### src/rtl/core/nfcs_pkg.sv
// nfcs_pkg: shared types and constants for the NOR flash command sequencer.
// No dependencies; every other file of the block uses this package.
package nfcs_pkg;

    localparam int ADDR_W = 21;
    localparam int DATA_W = 16;
    localparam int STAT_W = 3;

    // defaults for the top-level parameters
    localparam int DEF_SECTOR_COUNT = 13;
    localparam int DEF_SECTOR_WORDS = 32768;
    localparam int DEF_ADDRESS_BITS = 21;

    // job queue depth, power of two
    localparam int QUEUE_DEPTH = 4;

    // request command codes
    localparam logic [1:0] CMD_PROGRAM  = 2'd0;
    localparam logic [1:0] CMD_ERASE    = 2'd1;
    localparam logic [1:0] CMD_BLANK    = 2'd2;
    localparam logic [1:0] CMD_RESPONSE = 2'd3;

    // result status codes
    localparam logic [STAT_W-1:0] ST_BUS        = 3'd0;
    localparam logic [STAT_W-1:0] ST_WORD_DONE  = 3'd1;
    localparam logic [STAT_W-1:0] ST_SUCCESS    = 3'd2;
    localparam logic [STAT_W-1:0] ST_NOT_ERASED = 3'd3;
    localparam logic [STAT_W-1:0] ST_BLANK      = 3'd4;
    localparam logic [STAT_W-1:0] ST_NOT_BLANK  = 3'd5;

    // job kinds handed from front to back
    localparam logic [1:0] JOB_READ   = 2'd0;
    localparam logic [1:0] JOB_STATUS = 2'd1;
    localparam logic [1:0] JOB_PROG   = 2'd2;
    localparam logic [1:0] JOB_ERASE  = 2'd3;

    typedef struct packed {
        logic [1:0]        kind;
        logic [ADDR_W-1:0] addr;
        logic [DATA_W-1:0] data;
        logic [STAT_W-1:0] status;
    } job_t;

endpackage

### src/rtl/core/nfcs_req_if.sv
// nfcs_req_if: request channel into the sequencer, valid/ready handshake.
// Depends on nfcs_pkg for field widths.
interface nfcs_req_if;
    logic                          valid;
    logic                          ready;
    logic [1:0]                    command;
    logic [nfcs_pkg::ADDR_W-1:0]   word_address;
    logic [3:0]                    sector_number;
    logic [nfcs_pkg::DATA_W-1:0]   data_word;
    logic                          final_word;

    modport source (
        output valid, command, word_address, sector_number, data_word, final_word,
        input  ready
    );
    modport sink (
        input  valid, command, word_address, sector_number, data_word, final_word,
        output ready
    );
endinterface

### src/rtl/core/nfcs_rsp_if.sv
// nfcs_rsp_if: result channel out of the sequencer, valid/ready handshake.
// Depends on nfcs_pkg for field widths.
interface nfcs_rsp_if;
    logic                          valid;
    logic                          ready;
    logic                          bus_write;
    logic [nfcs_pkg::ADDR_W-1:0]   bus_address;
    logic [nfcs_pkg::DATA_W-1:0]   bus_data;
    logic [nfcs_pkg::STAT_W-1:0]   status;
    logic                          last;

    modport source (
        output valid, bus_write, bus_address, bus_data, status, last,
        input  ready
    );
    modport sink (
        input  valid, bus_write, bus_address, bus_data, status, last,
        output ready
    );
endinterface

### src/rtl/core/nor_flash_command_sequencer_unit.sv
// nor_flash_command_sequencer_unit: top level of the NOR flash sequencer.
// Throughput: one request per cycle in unless the queue is full, one result per
// cycle out unless rsp.ready stalls; a request yields up to seven results, so
// the output rate and the queue depth set pace.
// Reset: rst_n asynchronous active low, clears phase, queue and output valid.
module nor_flash_command_sequencer_unit #(
    parameter int SECTOR_COUNT = nfcs_pkg::DEF_SECTOR_COUNT,
    parameter int SECTOR_WORDS = nfcs_pkg::DEF_SECTOR_WORDS,
    parameter int ADDRESS_BITS = nfcs_pkg::DEF_ADDRESS_BITS
) (
    input  logic       clk,
    input  logic       rst_n,
    nfcs_req_if.sink   req,
    nfcs_rsp_if.source rsp
);
    import nfcs_pkg::*;

    // Front end: classifies each request against the current phase and
    // updates the phase state at once, so the next request can follow in
    // the next cycle. Requests that cause results push one job each.
    job_t push_job;
    job_t head_job;
    logic push;
    logic pop;
    logic full;
    logic head_valid;

    nfcs_front #(
        .SECTOR_COUNT (SECTOR_COUNT),
        .SECTOR_WORDS (SECTOR_WORDS),
        .ADDRESS_BITS (ADDRESS_BITS)
    ) u_front (
        .clk      (clk),
        .rst_n    (rst_n),
        .req      (req),
        .full     (full),
        .push     (push),
        .push_job (push_job)
    );

    // Queue of pending jobs; front stalls only when it fills.
    nfcs_queue u_queue (
        .clk        (clk),
        .rst_n      (rst_n),
        .push       (push),
        .push_job   (push_job),
        .pop        (pop),
        .full       (full),
        .head_valid (head_valid),
        .head_job   (head_job)
    );

    // Back end: expands each job (unlock writes, program or erase command,
    // poll read, status) into results through a registered output stage.
    nfcs_back u_back (
        .clk        (clk),
        .rst_n      (rst_n),
        .head_valid (head_valid),
        .head_job   (head_job),
        .pop        (pop),
        .rsp        (rsp)
    );

`ifndef SYNTHESIS
    // status results always close a request
    a_status_last: assert property (@(posedge clk) disable iff (!rst_n)
        rsp.valid && rsp.status != ST_BUS |-> rsp.last)
        else $error("status result not marked last");

    // a write cycle is never the last result of a request
    a_write_not_last: assert property (@(posedge clk) disable iff (!rst_n)
        rsp.valid && rsp.bus_write |-> rsp.status == ST_BUS && !rsp.last)
        else $error("write cycle marked last or with status");

    // a queued job is taken by the back end whenever the output stage is free
    a_back_drains: assert property (@(posedge clk) disable iff (!rst_n)
        head_valid && !rsp.valid |=> rsp.valid)
        else $error("back end did not load a pending job");
`endif

endmodule

### src/rtl/core/nfcs_front.sv
// nfcs_front: accepts requests, runs the operation phase machine and
// pushes one job per result-producing request. Depends on nfcs_pkg, nfcs_req_if.
module nfcs_front #(
    parameter int SECTOR_COUNT = nfcs_pkg::DEF_SECTOR_COUNT,
    parameter int SECTOR_WORDS = nfcs_pkg::DEF_SECTOR_WORDS,
    parameter int ADDRESS_BITS = nfcs_pkg::DEF_ADDRESS_BITS
) (
    input  logic           clk,
    input  logic           rst_n,
    nfcs_req_if.sink       req,
    input  logic           full,
    output logic           push,
    output nfcs_pkg::job_t push_job
);
    import nfcs_pkg::*;

    localparam logic [2:0] PH_IDLE   = 3'd0;
    localparam logic [2:0] PH_PCHECK = 3'd1;
    localparam logic [2:0] PH_PPOLL1 = 3'd2;
    localparam logic [2:0] PH_PPOLL2 = 3'd3;
    localparam logic [2:0] PH_EPOLL1 = 3'd4;
    localparam logic [2:0] PH_EPOLL2 = 3'd5;
    localparam logic [2:0] PH_BLANK  = 3'd6;

    localparam logic [DATA_W-1:0] ERASED_WORD = 16'hFFFF;
    localparam logic [ADDR_W-1:0] AMASK = (ADDRESS_BITS >= ADDR_W) ? {ADDR_W{1'b1}}
                                        : ADDR_W'((64'd1 << ADDRESS_BITS) - 64'd1);
    localparam logic [ADDR_W-1:0] SECTOR_WORDS_A = ADDR_W'(SECTOR_WORDS);
    localparam logic [15:0]       WORDS_LAST     = 16'(SECTOR_WORDS - 1);
    localparam logic [6:0]        SECTOR_LIMIT   = 7'(SECTOR_COUNT);

    logic [2:0]        phase_reg, phase_next;
    logic [ADDR_W-1:0] target_reg, target_next;
    logic [DATA_W-1:0] pending_reg, pending_next;
    logic              final_reg, final_next;
    logic [DATA_W-1:0] first_poll_reg, first_poll_next;
    logic [15:0]       remaining_reg, remaining_next;

    logic              accept;
    logic              sector_ok;
    logic [ADDR_W-1:0] sector_base;
    logic [ADDR_W-1:0] target_inc;

    assign req.ready   = !full;
    assign accept      = req.valid && !full;
    assign sector_ok   = ({3'b000, req.sector_number} < SECTOR_LIMIT);
    assign sector_base = (ADDR_W'(req.sector_number) * SECTOR_WORDS_A) & AMASK;
    assign target_inc  = (target_reg + {{(ADDR_W-1){1'b0}}, 1'b1}) & AMASK;

    always_comb
    begin
        phase_next      = phase_reg;
        target_next     = target_reg;
        pending_next    = pending_reg;
        final_next      = final_reg;
        first_poll_next = first_poll_reg;
        remaining_next  = remaining_reg;
        push            = 1'b0;
        push_job        = '0;
        if (accept)
        begin
            case (phase_reg)
                PH_IDLE:
                begin
                    if (req.command == CMD_PROGRAM)
                    begin
                        target_next   = req.word_address & AMASK;
                        pending_next  = req.data_word;
                        final_next    = req.final_word;
                        push          = 1'b1;
                        push_job.kind = JOB_READ;
                        push_job.addr = req.word_address & AMASK;
                        phase_next    = PH_PCHECK;
                    end
                    else if ((req.command == CMD_ERASE || req.command == CMD_BLANK)
                             && sector_ok)
                    begin
                        target_next   = sector_base;
                        push          = 1'b1;
                        push_job.addr = sector_base;
                        if (req.command == CMD_ERASE)
                        begin
                            push_job.kind = JOB_ERASE;
                            phase_next    = PH_EPOLL1;
                        end
                        else
                        begin
                            push_job.kind  = JOB_READ;
                            remaining_next = WORDS_LAST;
                            phase_next     = PH_BLANK;
                        end
                    end
                end
                default:
                begin
                    if (req.command == CMD_RESPONSE)
                    begin
                        push = 1'b1;
                        case (phase_reg)
                            PH_PCHECK:
                            begin
                                if (req.data_word != ERASED_WORD)
                                begin
                                    push_job.kind   = JOB_STATUS;
                                    push_job.status = ST_NOT_ERASED;
                                    phase_next      = PH_IDLE;
                                end
                                else
                                begin
                                    push_job.kind = JOB_PROG;
                                    push_job.addr = target_reg;
                                    push_job.data = pending_reg;
                                    phase_next    = PH_PPOLL1;
                                end
                            end
                            PH_PPOLL1, PH_EPOLL1:
                            begin
                                first_poll_next = req.data_word;
                                push_job.kind   = JOB_READ;
                                push_job.addr   = target_reg;
                                phase_next      = (phase_reg == PH_PPOLL1) ? PH_PPOLL2
                                                                           : PH_EPOLL2;
                            end
                            PH_PPOLL2, PH_EPOLL2:
                            begin
                                if (req.data_word == first_poll_reg)
                                begin
                                    push_job.kind   = JOB_STATUS;
                                    push_job.status = (phase_reg == PH_PPOLL2 && !final_reg)
                                                      ? ST_WORD_DONE : ST_SUCCESS;
                                    phase_next      = PH_IDLE;
                                end
                                else
                                begin
                                    push_job.kind = JOB_READ;
                                    push_job.addr = target_reg;
                                    phase_next    = (phase_reg == PH_PPOLL2) ? PH_PPOLL1
                                                                             : PH_EPOLL1;
                                end
                            end
                            PH_BLANK:
                            begin
                                if (req.data_word != ERASED_WORD)
                                begin
                                    push_job.kind   = JOB_STATUS;
                                    push_job.status = ST_NOT_BLANK;
                                    phase_next      = PH_IDLE;
                                end
                                else if (remaining_reg == 16'd0)
                                begin
                                    push_job.kind   = JOB_STATUS;
                                    push_job.status = ST_BLANK;
                                    phase_next      = PH_IDLE;
                                end
                                else
                                begin
                                    remaining_next = remaining_reg - 16'd1;
                                    target_next    = target_inc;
                                    push_job.kind  = JOB_READ;
                                    push_job.addr  = target_inc;
                                end
                            end
                            default:
                            begin
                                push       = 1'b0;
                                phase_next = PH_IDLE;
                            end
                        endcase
                    end
                end
            endcase
        end
    end

    always_ff @(posedge clk or negedge rst_n)
    begin
        if (!rst_n)
        begin
            phase_reg      <= PH_IDLE;
            target_reg     <= '0;
            pending_reg    <= '0;
            final_reg      <= 1'b0;
            first_poll_reg <= '0;
            remaining_reg  <= '0;
        end
        else
        begin
            phase_reg      <= phase_next;
            target_reg     <= target_next;
            pending_reg    <= pending_next;
            final_reg      <= final_next;
            first_poll_reg <= first_poll_next;
            remaining_reg  <= remaining_next;
        end
    end

endmodule

### src/rtl/core/nfcs_queue.sv
// nfcs_queue: short job queue between front and back ends.
// Depends on nfcs_pkg for job_t and the depth.
module nfcs_queue (
    input  logic           clk,
    input  logic           rst_n,
    input  logic           push,
    input  nfcs_pkg::job_t push_job,
    input  logic           pop,
    output logic           full,
    output logic           head_valid,
    output nfcs_pkg::job_t head_job
);
    import nfcs_pkg::*;

    localparam int PTR_W = $clog2(QUEUE_DEPTH);
    localparam logic [PTR_W:0] DEPTH_C = (PTR_W+1)'(QUEUE_DEPTH);

    job_t             slot_reg [QUEUE_DEPTH];
    logic [PTR_W-1:0] wr_ptr_reg, wr_ptr_next;
    logic [PTR_W-1:0] rd_ptr_reg, rd_ptr_next;
    logic [PTR_W:0]   count_reg, count_next;
    logic             do_push, do_pop;

    assign full       = (count_reg == DEPTH_C);
    assign head_valid = (count_reg != '0);
    assign head_job   = slot_reg[rd_ptr_reg];
    assign do_push    = push && !full;
    assign do_pop     = pop && head_valid;

    always_comb
    begin
        wr_ptr_next = do_push ? wr_ptr_reg + 1'b1 : wr_ptr_reg;
        rd_ptr_next = do_pop  ? rd_ptr_reg + 1'b1 : rd_ptr_reg;
        count_next  = count_reg;
        if (do_push && !do_pop)
        begin
            count_next = count_reg + 1'b1;
        end
        else if (do_pop && !do_push)
        begin
            count_next = count_reg - 1'b1;
        end
    end

    always_ff @(posedge clk)
    begin
        if (do_push)
        begin
            slot_reg[wr_ptr_reg] <= push_job;
        end
    end

    always_ff @(posedge clk or negedge rst_n)
    begin
        if (!rst_n)
        begin
            wr_ptr_reg <= '0;
            rd_ptr_reg <= '0;
            count_reg  <= '0;
        end
        else
        begin
            wr_ptr_reg <= wr_ptr_next;
            rd_ptr_reg <= rd_ptr_next;
            count_reg  <= count_next;
        end
    end

endmodule

### src/rtl/core/nfcs_back.sv
// nfcs_back: expands queued jobs into registered bus-cycle and status results,
// one per cycle unless rsp.ready stalls. Depends on nfcs_pkg, nfcs_rsp_if.
module nfcs_back (
    input  logic           clk,
    input  logic           rst_n,
    input  logic           head_valid,
    input  nfcs_pkg::job_t head_job,
    output logic           pop,
    nfcs_rsp_if.source     rsp
);
    import nfcs_pkg::*;

    localparam logic [ADDR_W-1:0] UNLOCK_A = 21'h05555;
    localparam logic [ADDR_W-1:0] UNLOCK_B = 21'h02AAA;
    localparam logic [DATA_W-1:0] D_AA = 16'h00AA;
    localparam logic [DATA_W-1:0] D_55 = 16'h0055;
    localparam logic [DATA_W-1:0] D_A0 = 16'h00A0;
    localparam logic [DATA_W-1:0] D_80 = 16'h0080;
    localparam logic [DATA_W-1:0] D_30 = 16'h0030;

    logic [2:0]        step_reg, step_next;
    logic              valid_reg, valid_next;
    logic              write_reg;
    logic [ADDR_W-1:0] addr_reg;
    logic [DATA_W-1:0] data_reg;
    logic [STAT_W-1:0] status_reg;
    logic              last_reg;

    logic              load;
    logic              it_write;
    logic [ADDR_W-1:0] it_addr;
    logic [DATA_W-1:0] it_data;
    logic [STAT_W-1:0] it_status;
    logic              it_last;

    // item selected by job kind and step within the job
    always_comb
    begin
        it_write  = 1'b0;
        it_addr   = head_job.addr;
        it_data   = '0;
        it_status = ST_BUS;
        it_last   = 1'b1;
        case (head_job.kind)
            JOB_STATUS:
            begin
                it_addr   = '0;
                it_status = head_job.status;
            end
            JOB_PROG:
            begin
                it_last = 1'b0;
                case (step_reg)
                    3'd0:
                    begin
                        it_write = 1'b1; it_addr = UNLOCK_A; it_data = D_AA;
                    end
                    3'd1:
                    begin
                        it_write = 1'b1; it_addr = UNLOCK_B; it_data = D_55;
                    end
                    3'd2:
                    begin
                        it_write = 1'b1; it_addr = UNLOCK_A; it_data = D_A0;
                    end
                    3'd3:
                    begin
                        it_write = 1'b1; it_data = head_job.data;
                    end
                    default:
                    begin
                        it_last = 1'b1;
                    end
                endcase
            end
            JOB_ERASE:
            begin
                it_last = 1'b0;
                case (step_reg)
                    3'd0:
                    begin
                        it_write = 1'b1; it_addr = UNLOCK_A; it_data = D_AA;
                    end
                    3'd1:
                    begin
                        it_write = 1'b1; it_addr = UNLOCK_B; it_data = D_55;
                    end
                    3'd2:
                    begin
                        it_write = 1'b1; it_addr = UNLOCK_A; it_data = D_80;
                    end
                    3'd3:
                    begin
                        it_write = 1'b1; it_addr = UNLOCK_A; it_data = D_AA;
                    end
                    3'd4:
                    begin
                        it_write = 1'b1; it_addr = UNLOCK_B; it_data = D_55;
                    end
                    3'd5:
                    begin
                        it_write = 1'b1; it_data = D_30;
                    end
                    default:
                    begin
                        it_last = 1'b1;
                    end
                endcase
            end
            default:
            begin
                it_last = 1'b1;
            end
        endcase
    end

    assign load = head_valid && (!valid_reg || rsp.ready);
    assign pop  = load && it_last;

    always_comb
    begin
        step_next  = step_reg;
        valid_next = valid_reg;
        if (load)
        begin
            step_next  = it_last ? 3'd0 : step_reg + 3'd1;
            valid_next = 1'b1;
        end
        else if (rsp.ready)
        begin
            valid_next = 1'b0;
        end
    end

    always_ff @(posedge clk or negedge rst_n)
    begin
        if (!rst_n)
        begin
            step_reg  <= 3'd0;
            valid_reg <= 1'b0;
        end
        else
        begin
            step_reg  <= step_next;
            valid_reg <= valid_next;
        end
    end

    always_ff @(posedge clk)
    begin
        if (load)
        begin
            write_reg  <= it_write;
            addr_reg   <= it_addr;
            data_reg   <= it_data;
            status_reg <= it_status;
            last_reg   <= it_last;
        end
    end

    assign rsp.valid       = valid_reg;
    assign rsp.bus_write   = write_reg;
    assign rsp.bus_address = addr_reg;
    assign rsp.bus_data    = data_reg;
    assign rsp.status      = status_reg;
    assign rsp.last        = last_reg;

endmodule

### src/flat_wrapper.sv
// flat-port wrapper written by rule: the top's interface ports become plain ports
module nor_flash_command_sequencer_unit_flat import nfcs_pkg::*;
#(
    parameter int SECTOR_COUNT = nfcs_pkg::DEF_SECTOR_COUNT,
    parameter int SECTOR_WORDS = nfcs_pkg::DEF_SECTOR_WORDS,
    parameter int ADDRESS_BITS = nfcs_pkg::DEF_ADDRESS_BITS
)
  (clk, rst_n, req_valid, req_command, req_word_address, req_sector_number, req_data_word, req_final_word, req_ready, rsp_valid, rsp_bus_write, rsp_bus_address, rsp_bus_data, rsp_status, rsp_last, rsp_ready);
  nfcs_req_if req_i ();
  nfcs_rsp_if rsp_i ();
  input  logic clk;
  input  logic rst_n;
  input wire logic [$bits(req_i.valid)-1:0] req_valid;
  input wire logic [$bits(req_i.command)-1:0] req_command;
  input wire logic [$bits(req_i.word_address)-1:0] req_word_address;
  input wire logic [$bits(req_i.sector_number)-1:0] req_sector_number;
  input wire logic [$bits(req_i.data_word)-1:0] req_data_word;
  input wire logic [$bits(req_i.final_word)-1:0] req_final_word;
  output wire logic [$bits(req_i.ready)-1:0] req_ready;
  output wire logic [$bits(rsp_i.valid)-1:0] rsp_valid;
  output wire logic [$bits(rsp_i.bus_write)-1:0] rsp_bus_write;
  output wire logic [$bits(rsp_i.bus_address)-1:0] rsp_bus_address;
  output wire logic [$bits(rsp_i.bus_data)-1:0] rsp_bus_data;
  output wire logic [$bits(rsp_i.status)-1:0] rsp_status;
  output wire logic [$bits(rsp_i.last)-1:0] rsp_last;
  input wire logic [$bits(rsp_i.ready)-1:0] rsp_ready;
  assign req_i.valid = req_valid;
  assign req_i.command = req_command;
  assign req_i.word_address = req_word_address;
  assign req_i.sector_number = req_sector_number;
  assign req_i.data_word = req_data_word;
  assign req_i.final_word = req_final_word;
  assign req_ready = req_i.ready;
  assign rsp_valid = rsp_i.valid;
  assign rsp_bus_write = rsp_i.bus_write;
  assign rsp_bus_address = rsp_i.bus_address;
  assign rsp_bus_data = rsp_i.bus_data;
  assign rsp_status = rsp_i.status;
  assign rsp_last = rsp_i.last;
  assign rsp_i.ready = rsp_ready;
  nor_flash_command_sequencer_unit #(.SECTOR_COUNT(SECTOR_COUNT), .SECTOR_WORDS(SECTOR_WORDS), .ADDRESS_BITS(ADDRESS_BITS)) u_core (.clk(clk), .rst_n(rst_n), .req(req_i), .rsp(rsp_i));
endmodule
### config.mk
export PLATFORM = sky130hd
export DESIGN_NAME = nor_flash_command_sequencer_unit_flat
export DESIGN_NICKNAME = d
export VERILOG_FILES = /design/src/rtl/core/nfcs_pkg.sv /design/src/rtl/core/nfcs_req_if.sv /design/src/rtl/core/nfcs_rsp_if.sv /design/src/rtl/core/nor_flash_command_sequencer_unit.sv /design/src/rtl/core/nfcs_front.sv /design/src/rtl/core/nfcs_queue.sv /design/src/rtl/core/nfcs_back.sv /design/src/flat_wrapper.sv
export SDC_FILE = /design/constraint.sdc
export NUM_CORES = 1
export LEC_CHECK = 0
export ABC_AREA = 1
export BUFFER_PORTS_ARGS = -buffer_cell sky130_fd_sc_hd__buf_2
export CAP_MARGIN = 10
export CELL_PAD_IN_SITES_DETAIL_PLACEMENT = 0
export CELL_PAD_IN_SITES_GLOBAL_PLACEMENT = 1
export CORE_MARGIN = 2
export CORE_UTILIZATION = 51
export CTS_BUF_LIST = sky130_fd_sc_hd__clkbuf_16
export CTS_CLUSTER_SIZE = 14
export DETAILED_ROUTE_END_ITERATION = 6
export PLACE_DENSITY_LB_ADDON = 0.15
export SLEW_MARGIN = 10
export SYNTH_ARGS = -nofsm -noshare
export SYNTH_HDL_FRONTEND = slang
export SYNTH_HIERARCHICAL = 1
export SYNTH_SLANG_ARGS = --single-unit
### constraint.sdc
create_clock -name clk -period 5.7 [get_ports clk]
set_clock_uncertainty 0.2 [all_clocks]
set_input_delay 0.57 -clock clk [delete_from_list [all_inputs] [get_ports clk]]
set_output_delay 0.57 -clock clk [all_outputs]
set_load 0.03 [all_outputs]
==> summary.txt, run 1 <==
Die W -> 176 um
Die area -> 30900 um^2
Worst-path cell chain -> inv_2 > nand3_1 > inv_1 > inv_1 > nand2_1 > a21oi_4 > o21ai_2 > a31oi_1 > nand2_1 > nor2_4 > buf_4
Hold Crit Class -> in2reg
EDFF count, synth -> 210
Final number of setup-violating endpoints -> 0
Cell with the most instances after synthesis -> nand2_1
Vias -> 10700
GRT overflow -> 0
WP data required -> 5.71 ns
Reg clk slew, reported paths -> 0.06 ns
Yosys reg bits -> 294
DRC Markers -> 0
Worst vdd ir -> 262 uV
Cts hold-fix bufs -> 1
Routability cong. -> 0.841
Max reg flops -> 168
Final net count -> 1756
Worst path slowest cell -> nor2_4
Port Buffers -> 91
Num CTS Buffers -> 31
CP Launch Type -> flop
Final ANT Viol Nets -> 0
Reg2reg setup slack -> 1.60 ns
Worst skew pair latency -> 0.55 ns
Die Y -> 176 um
Reg2reg path depth -> 11
Synth unique cells -> 50
Register area share after synthesis -> 55.9%
Max Slew Vio Count -> 0
Post-synthesis compound-gate area fraction -> 12.9%
Pwr per Cell Area -> 538 nW/um^2
Mux cell area share after synthesis -> 0.0749%
Largest net degree at the start of global routing -> 94
CP max FO -> 22
Worst hold start -> req_data_word[15]
Synth area leaders -> edfxtp_1 42%, dfrtp_1 14%, nand2_1 12%
Area growth from synthesis to layout -> 11.0%
CP max stage delay -> 0.65 ns
Reg2reg end -> u_core/u_queue/slot_reg[1][12]$_DFFE_PP_
Synth Warn # -> 6
Vias in the first global route -> 10200
FFs w/ async S/R, synth -> 28.6%
Worst Path Buf+Inv -> 4
Resized Gates After CTS -> 0
Num ports -> 92
XOR/XNOR Fraction of Synth Area -> 1.51%
Post-synth top flop -> edfxtp_1
Adder-Cell Fraction of Synth Area -> 1.46%
Main combinational cell family by area after synthesis -> simple AND/OR/NAND/NOR gates
Tcrit/Tclk final -> 72.0%
Top cell family by delay on the critical path -> simple AND/OR/NAND/NOR gates
Area leader, netlist -> edfxtp_1
Initial Util -> 52.1%
Post-Syn Area -> 15000 um^2
Drt first-iter violations -> 902
Row cnt -> 62
R2r startpoint -> u_core/u_queue/count_reg[0]$_DFFE_PN0P_
Share of the synthesized area in the top cell type -> 41.9%
Core ar. -> 28900 um^2
H-tree levels -> 1
Avg Synthesized Cell Area -> 9.31 um^2
Post-synth top cells -> 486 x nand2_1, 221 x inv_1, 210 x edfxtp_1, 106 x o21ai_0, 101 x nor2_1
P_leak -> 7.42 nW
Max Cap Viol -> 0
Avg Vias per Cell -> 5.09
Maximum achievable frequency -> 0.244 GHz
Root Driver -> clkbuf_16
Worst Max-Slew Pin Slew -> 1.08 ns
Max Buffers Root-to-Sink -> 3
Final HPWL DP -> 22400 um
CTS tree -> yes
GR Util All Layers -> 21.5%
Final Hold Fails -> 0
Relative slew slack -> 27.8%
Clock sinks -> 294
Final setup TNS -> 0 ns
Post-Route WL -> 32400 um
Final worst path period need -> 4.10 ns
Synth Instances -> 1616
Worst Path Arrival -> 4.12 ns
Dpl ws -> 1.59 ns
First-pass GRT wire length -> 53100 um
Drt wl/cell -> 15.4 um
Synthesized Nets -> 1681
# Post-CTS Setup Buffers -> 0
Simple-Gate Fraction of Synth Area -> 19.3%
Hold Path Sink -> u_core/u_front/first_poll_reg[15]$_DFFE_PN0P_
Final worst slack -> 1.60 ns
Layout cells sized above 1 -> 14.7%
First-pass iteration count of the detailed router -> 5
Outcome -> complete, no violations
RSZ-0062 raised after global routing -> no
ANT cells -> 0
Initial antenna violation count -> 0
Cell count of the worst hold path -> 3
Crit end category -> flop
Worst Setup Path Type -> reg2reg
worst register-to-register path: cells and delay by family (launching register included):
family          cells  cell delay (ns)
simple gates        4             1.67
compound gates      3             0.82
buf+inv             4             0.67
flops               1             0.42
layout by cell type, fill, tap and decap left out, types with 3 or more instances in the layout:
cell,count
nand2_1,486
nor2_1,97
ha_1,16
o211ai_2,34
o21ai_0,106
buf_2,90
a21oi_1,31
nand2_4,9
edfxtp_1,210
dfrtp_1,83
inv_2,15
clkinv_2,7
inv_4,4
buf_4,13
xor2_1,24
o211ai_1,52
a21boi_0,3
inv_1,224
nor2_4,9
nand4_1,5
nor2_2,4
nand2_2,4
bufinv_16,4
nand3_1,55
o22ai_1,5
clkinv_1,7
nor3_1,16
o21bai_1,4
o21ai_2,9
o21ai_1,24
clkbuf_16,31
how the worst max path moves through the flow:
stage	from	to	slack [ns]	cells past startpoint
after floorplan	u_core/u_queue/count_reg[0]$_DFFE_PN0P_	u_core/u_queue/slot_reg[0][0]$_DFFE_PP_	1.58	10
after global placement	u_core/u_queue/count_reg[0]$_DFFE_PN0P_	u_core/u_queue/slot_reg[1][29]$_DFFE_PP_	1.73	11
after detailed placement	u_core/u_queue/count_reg[0]$_DFFE_PN0P_	u_core/u_queue/slot_reg[1][23]$_DFFE_PP_	1.59	11
after CTS	u_core/u_queue/count_reg[0]$_DFFE_PN0P_	u_core/u_queue/slot_reg[1][12]$_DFFE_PP_	1.57	11
after global routing	u_core/u_queue/count_reg[0]$_DFFE_PN0P_	u_core/u_queue/slot_reg[1][19]$_DFFE_PP_	1.27	11
final	u_core/u_queue/count_reg[0]$_DFFE_PN0P_	u_core/u_queue/slot_reg[1][12]$_DFFE_PP_	1.60	11
layout make-up:
class                   instances  area (um^2)
multi-input cells            1020         5330
clock buffers                  31          776
fillers                      2541        12200
clock inverters                26          234
flip-flops and latches        294         8410
inverters                     240          911
well taps                     384          480
repair buffers                104          558
kinds of logic (layout without fill, tap and decap cells):
kind of cell	after synthesis	count (layout)
multiplexers	1	1
AO/OA/AOI/OAI	283	283
AND/OR/NAND/NOR	693	693
XOR/XNOR	26	26
flip-flops	294	294
adder cells (fa/ha/maj)	17	17
buffers and inverters	302	401
layer usage:
layer	up-vias	GRT usage (%)	share of wire (%)
met2	235	35.1	46
met5	-	0	0
met4	0	4.10	1.0
met1	4963	31.4	48
li1	5457	-	-
met3	27	2.45	4.7
per-stage QoR:
| stage | power [mW] | hold slack (ns) | instances | utilization (%) | instance area [um^2] |
|---|---|---|---|---|---|
| 2_1_floorplan | 6.21 | 0.0744 | 1616 | - | 15000 |
| 3_3_place_gp | 6.98 | 0.258 | 2041 | 54.3 | 15700 |
| 3_5_place_dp | 7.04 | 0.260 | 2041 | 54.3 | 15700 |
| 4_1_cts | 9.04 | 0.0491 | 2099 | 57.9 | 16700 |
| 5_1_grt | 9.66 | 0.0671 | 2099 | 57.9 | 16700 |
| 6_report | 8.98 | 0.0717 | 2099 | 57.9 | 16700 |
report_power, final:
group | leakage [nW] | switching [mW] | total, mW | internal, mW
Combinational | 3.86 | 2.62 | 3.68 | 1.07
Sequential | 3.06 | 0.312 | 3.32 | 3.00
Clock | 0.506 | 0.809 | 1.98 | 1.17
Total | 7.42 | 3.74 | 8.98 | 5.24
Power figures use the tool's default switching activity.
==> run 2: changes to the inputs <==
--- a/config.mk
+++ b/config.mk
@@ -11,7 +11,7 @@
 export CELL_PAD_IN_SITES_DETAIL_PLACEMENT = 0
 export CELL_PAD_IN_SITES_GLOBAL_PLACEMENT = 1
 export CORE_MARGIN = 2
-export CORE_UTILIZATION = 51
+export CORE_UTILIZATION = 43
 export CTS_BUF_LIST = sky130_fd_sc_hd__clkbuf_16
 export CTS_CLUSTER_SIZE = 14
 export DETAILED_ROUTE_END_ITERATION = 6
==> constraint.sdc (replaced) <==
create_clock -name clk -period 3.69 [get_ports clk]
set_clock_uncertainty 0.2 [all_clocks]
set_input_delay 0.369 -clock clk [delete_from_list [all_inputs] [get_ports clk]]
set_output_delay 0.369 -clock clk [all_outputs]
set_load 0.03 [all_outputs]
==> run 2 against run 1 <==
Compared with the run above: combinational power up 60%; first-iteration DRC count down 40%; power up 57%; via count up 1.7%; worst setup slack worse by 1.1 ns; core utilization down 7.8 points; design area up 3.2%; register-to-register slack worse by 1.1 ns; wire length up 5.4%; worst hold slack worse by 0.047 ns; sequential power up 53%; critical path type unchanged; critical endpoint is now u_core/u_queue/count_reg[2]$_DFFE_PN0P_; largest cell class unchanged.
==> summary.txt, run 2 (synthesized netlist as in run 1, its figures left out) <==
Port Buffers -> 91 (unchanged)
Avg Vias per Cell -> 4.91 (was 5.09)
Worst hold margin -> 0.0250 ns (was 0.0717 ns)
# Post-CTS Setup Buffers -> 0 (unchanged)
Max Slew Vio Count -> 0 (unchanged)
Final setup TNS -> 0 ns (unchanged)
Sequential Power Share -> 36.0% (was 36.9%)
Clock sinks -> 294 (unchanged)
Num ports -> 92 (unchanged)
Max Buffers Root-to-Sink -> 3 (unchanged)
CP max FO -> 17 (was 22)
Worst-path cell chain -> inv_4 > ha_1 > inv_1 > nand3_1 > nand2_1 > nand2_4 > nor2_2 > nand2_1 > ha_1 > inv_1 > fa_1 > nand2_1 > nand3_1 > nand2_1 > nand2_1 (was inv_2 > nand3_1 > inv_1 > inv_1 > nand2_1 > a21oi_4 > o21ai_2 > a31oi_1 > nand2_1 > nor2_4 > buf_4)
Worst path slowest cell -> ha_1 (was nor2_4)
DRC Markers -> 0 (unchanged)
CP Launch Type -> flop (unchanged)
Largest net degree at the start of global routing -> 106 (was 94)
WP data required -> 3.88 ns (was 5.71 ns)
Sw Share -> 41.5% (was 41.6%)
H-tree levels -> 2 (was 1)
Count of filler cells inserted in the layout -> 3258 (was 2541)
GRT overflow -> 0 (unchanged)
Max reg flops -> 168 (unchanged)
Area growth from synthesis to layout -> 14.6% (was 11.0%)
P_leak -> 7.64 nW (was 7.42 nW)
Final net count -> 1797 (was 1756)
Commonest cells after routing, fill and taps aside -> 486 x nand2_1, 231 x inv_1, 210 x edfxtp_1 (was 486 x nand2_1, 224 x inv_1, 210 x edfxtp_1)
Inst Count DP -> 2125 (was 2041)
First-pass iteration count of the detailed router -> 7 (was 5)
First-pass GRT wire length -> 54900 um (was 53100 um)
Max Cap Viol -> 0 (unchanged)
Tcrit/Tclk final -> 86.6% (was 72.0%)
Pwr per Cell Area -> 820 nW/um^2 (was 538 nW/um^2)
Root Driver -> clkbuf_16 (unchanged)
Outcome -> complete, no violations (unchanged)
Final HPWL DP -> 23200 um (was 22400 um)
Worst skew pair latency -> 0.51 ns (was 0.55 ns)
Top cell family by delay on the critical path -> adder cells (was simple AND/OR/NAND/NOR gates)
Final ANT Viol Nets -> 0 (unchanged)
RSZ-0062 raised after global routing -> no (unchanged)
Reg clk slew, reported paths -> 0.06 ns (about the same)
Die W -> 191 um (was 176 um)
Worst Path Buf+Inv -> 3 (was 4)
Most common cell on crit path -> nand2_1
Worst Setup Path Type -> reg2reg (unchanged)
Final Instance Area -> 17200 um^2 (was 16700 um^2)
Final Hold Fails -> 0 (unchanged)
ANT cells -> 0 (unchanged)
Comb pwr share -> 41.7% (was 41.0%)
Row cnt -> 68 (was 62)
Resized Gates After CTS -> 0 (unchanged)
Routability cong. -> 0.858 (was 0.841)
Most common cell after layout, fill and taps aside -> nand2_1 (unchanged)
Initial antenna violation count -> 0 (unchanged)
Final number of setup-violating endpoints -> 0 (unchanged)
Hold Crit Class -> in2reg (unchanged)
Relative slew slack -> 26.9% (was 27.8%)
P_sw -> 5.87 mW (was 3.74 mW)
Die area -> 36500 um^2 (was 30900 um^2)
Core ar. -> 34500 um^2 (was 28900 um^2)
GR Util All Layers -> 19.2% (was 21.5%)
Worst Max-Slew Pin Slew -> 1.10 ns (was 1.08 ns)
CP max stage delay -> 0.51 ns (was 0.65 ns)
Internal -> 8.26 mW (was 5.24 mW)
Post-Route WL -> 34100 um (was 32400 um)
Post-Layout Cell Count -> 2211 (was 2099)
Crit end category -> flop (unchanged)
Drt wl/cell -> 15.4 um (about the same)
Clock power share -> 22.3% (was 22.0%)
Final Util -> 50.0% (was 57.9%)
Die Y -> 191 um (was 176 um)
Area after DPL -> 15900 um^2 (was 15700 um^2)
Final worst path period need -> 3.20 ns (was 4.10 ns)
Maximum achievable frequency -> 0.313 GHz (was 0.244 GHz)
Worst Path Arrival -> 3.39 ns (was 4.12 ns)
Layout cells sized above 1 -> 15.0% (was 14.7%)
Drt first-iter violations -> 538 (was 902)
Num CTS Buffers -> 34 (was 31)
Vias in the first global route -> 10300 (was 10200)
Initial Util -> 43.6% (was 52.1%)
Worst vdd ir -> 481 uV (was 262 uV)
CTS tree -> yes (unchanged)
Vias -> 10900 (was 10700)
## run 2: final cells by class
| cell class | instances | area [um^2] | area share (%) |
|---|---|---|---|
| clock buffers | 35 | 876 | 5.08 |
| clock inverters | 25 | 171 | 0.995 |
| inverters | 240 | 911 | 5.29 |
| multi-input cells | 1020 | 5330 | 30.9 |
| flip-flops and latches | 294 | 8410 | 48.8 |
| well taps | 455 | 569 | 3.30 |
| repair buffers | 142 | 968 | 5.62 |
## run 2: routing by layer
| layer | vias up | track usage [%] | part of all wire [%] |
|---|---|---|---|
| met5 | - | 0 | 0 |
| met4 | 0 | 5.52 | 2.1 |
| met3 | 52 | 2.53 | 5.4 |
| met2 | 251 | 30.4 | 44 |
| met1 | 5020 | 27.7 | 48 |
| li1 | 5537 | - | - |
## run 2: timing repair
| item | CTS | global route |
|---|---|---|
| endpoints found under the setup margin | 0 | 0 |
| hold buffers | 26 | 0 |
| hold endpoints to repair | 79 | 0 |
## run 2: final timing paths
path                                                           startpoint                                         to  slack [ns]  cells after the start
worst max-delay path                u_core/u_back/step_reg[2]$_DFFE_PN0P_    u_core/u_queue/count_reg[2]$_DFFE_PN0P_        0.49                     15
worst min register to register  u_core/u_front/pending_reg[9]$_DFFE_PN0P_  u_core/u_front/pending_reg[9]$_DFFE_PN0P_        0.29                      2
max in group asynchronous                                           rst_n   u_core/u_front/target_reg[4]$_DFFE_PN0P_        2.27                      3
worst min-delay path                                  req_word_address[4]   u_core/u_front/target_reg[4]$_DFFE_PN0P_        0.03                      5
worst max register to register      u_core/u_back/step_reg[2]$_DFFE_PN0P_    u_core/u_queue/count_reg[2]$_DFFE_PN0P_        0.49                     15
min in group asynchronous                                           rst_n      u_core/u_back/step_reg[0]$_DFFE_PN0P_        0.21                      2
## run 2: power groups by stage
stage                     logic [mW]  clock network (mW)  registers, mW
final                           5.89                3.15           5.09
after global routing            6.68                3.37           5.19
after CTS                       5.95                3.24           5.10
after detailed placement        5.90                   0           5.16
after global placement          5.86                   0           5.14
after floorplan                 4.04                   0           5.56
## run 2: through the flow
step,setup WS [ns],power [mW]
final,0.493,14.1
after global routing,0.199,15.3
after CTS,0.499,14.3
after detailed placement,0.522,11.1
after global placement,0.608,11.0
after floorplan,-0.429,9.60
## run 2: tightest hold or removal path, stage by stage
cell     delay, ns
buf_2         0.08
nand2_1       0.07
o21ai_0       0.08
nand2_1       0.05
nand2_1       0.05
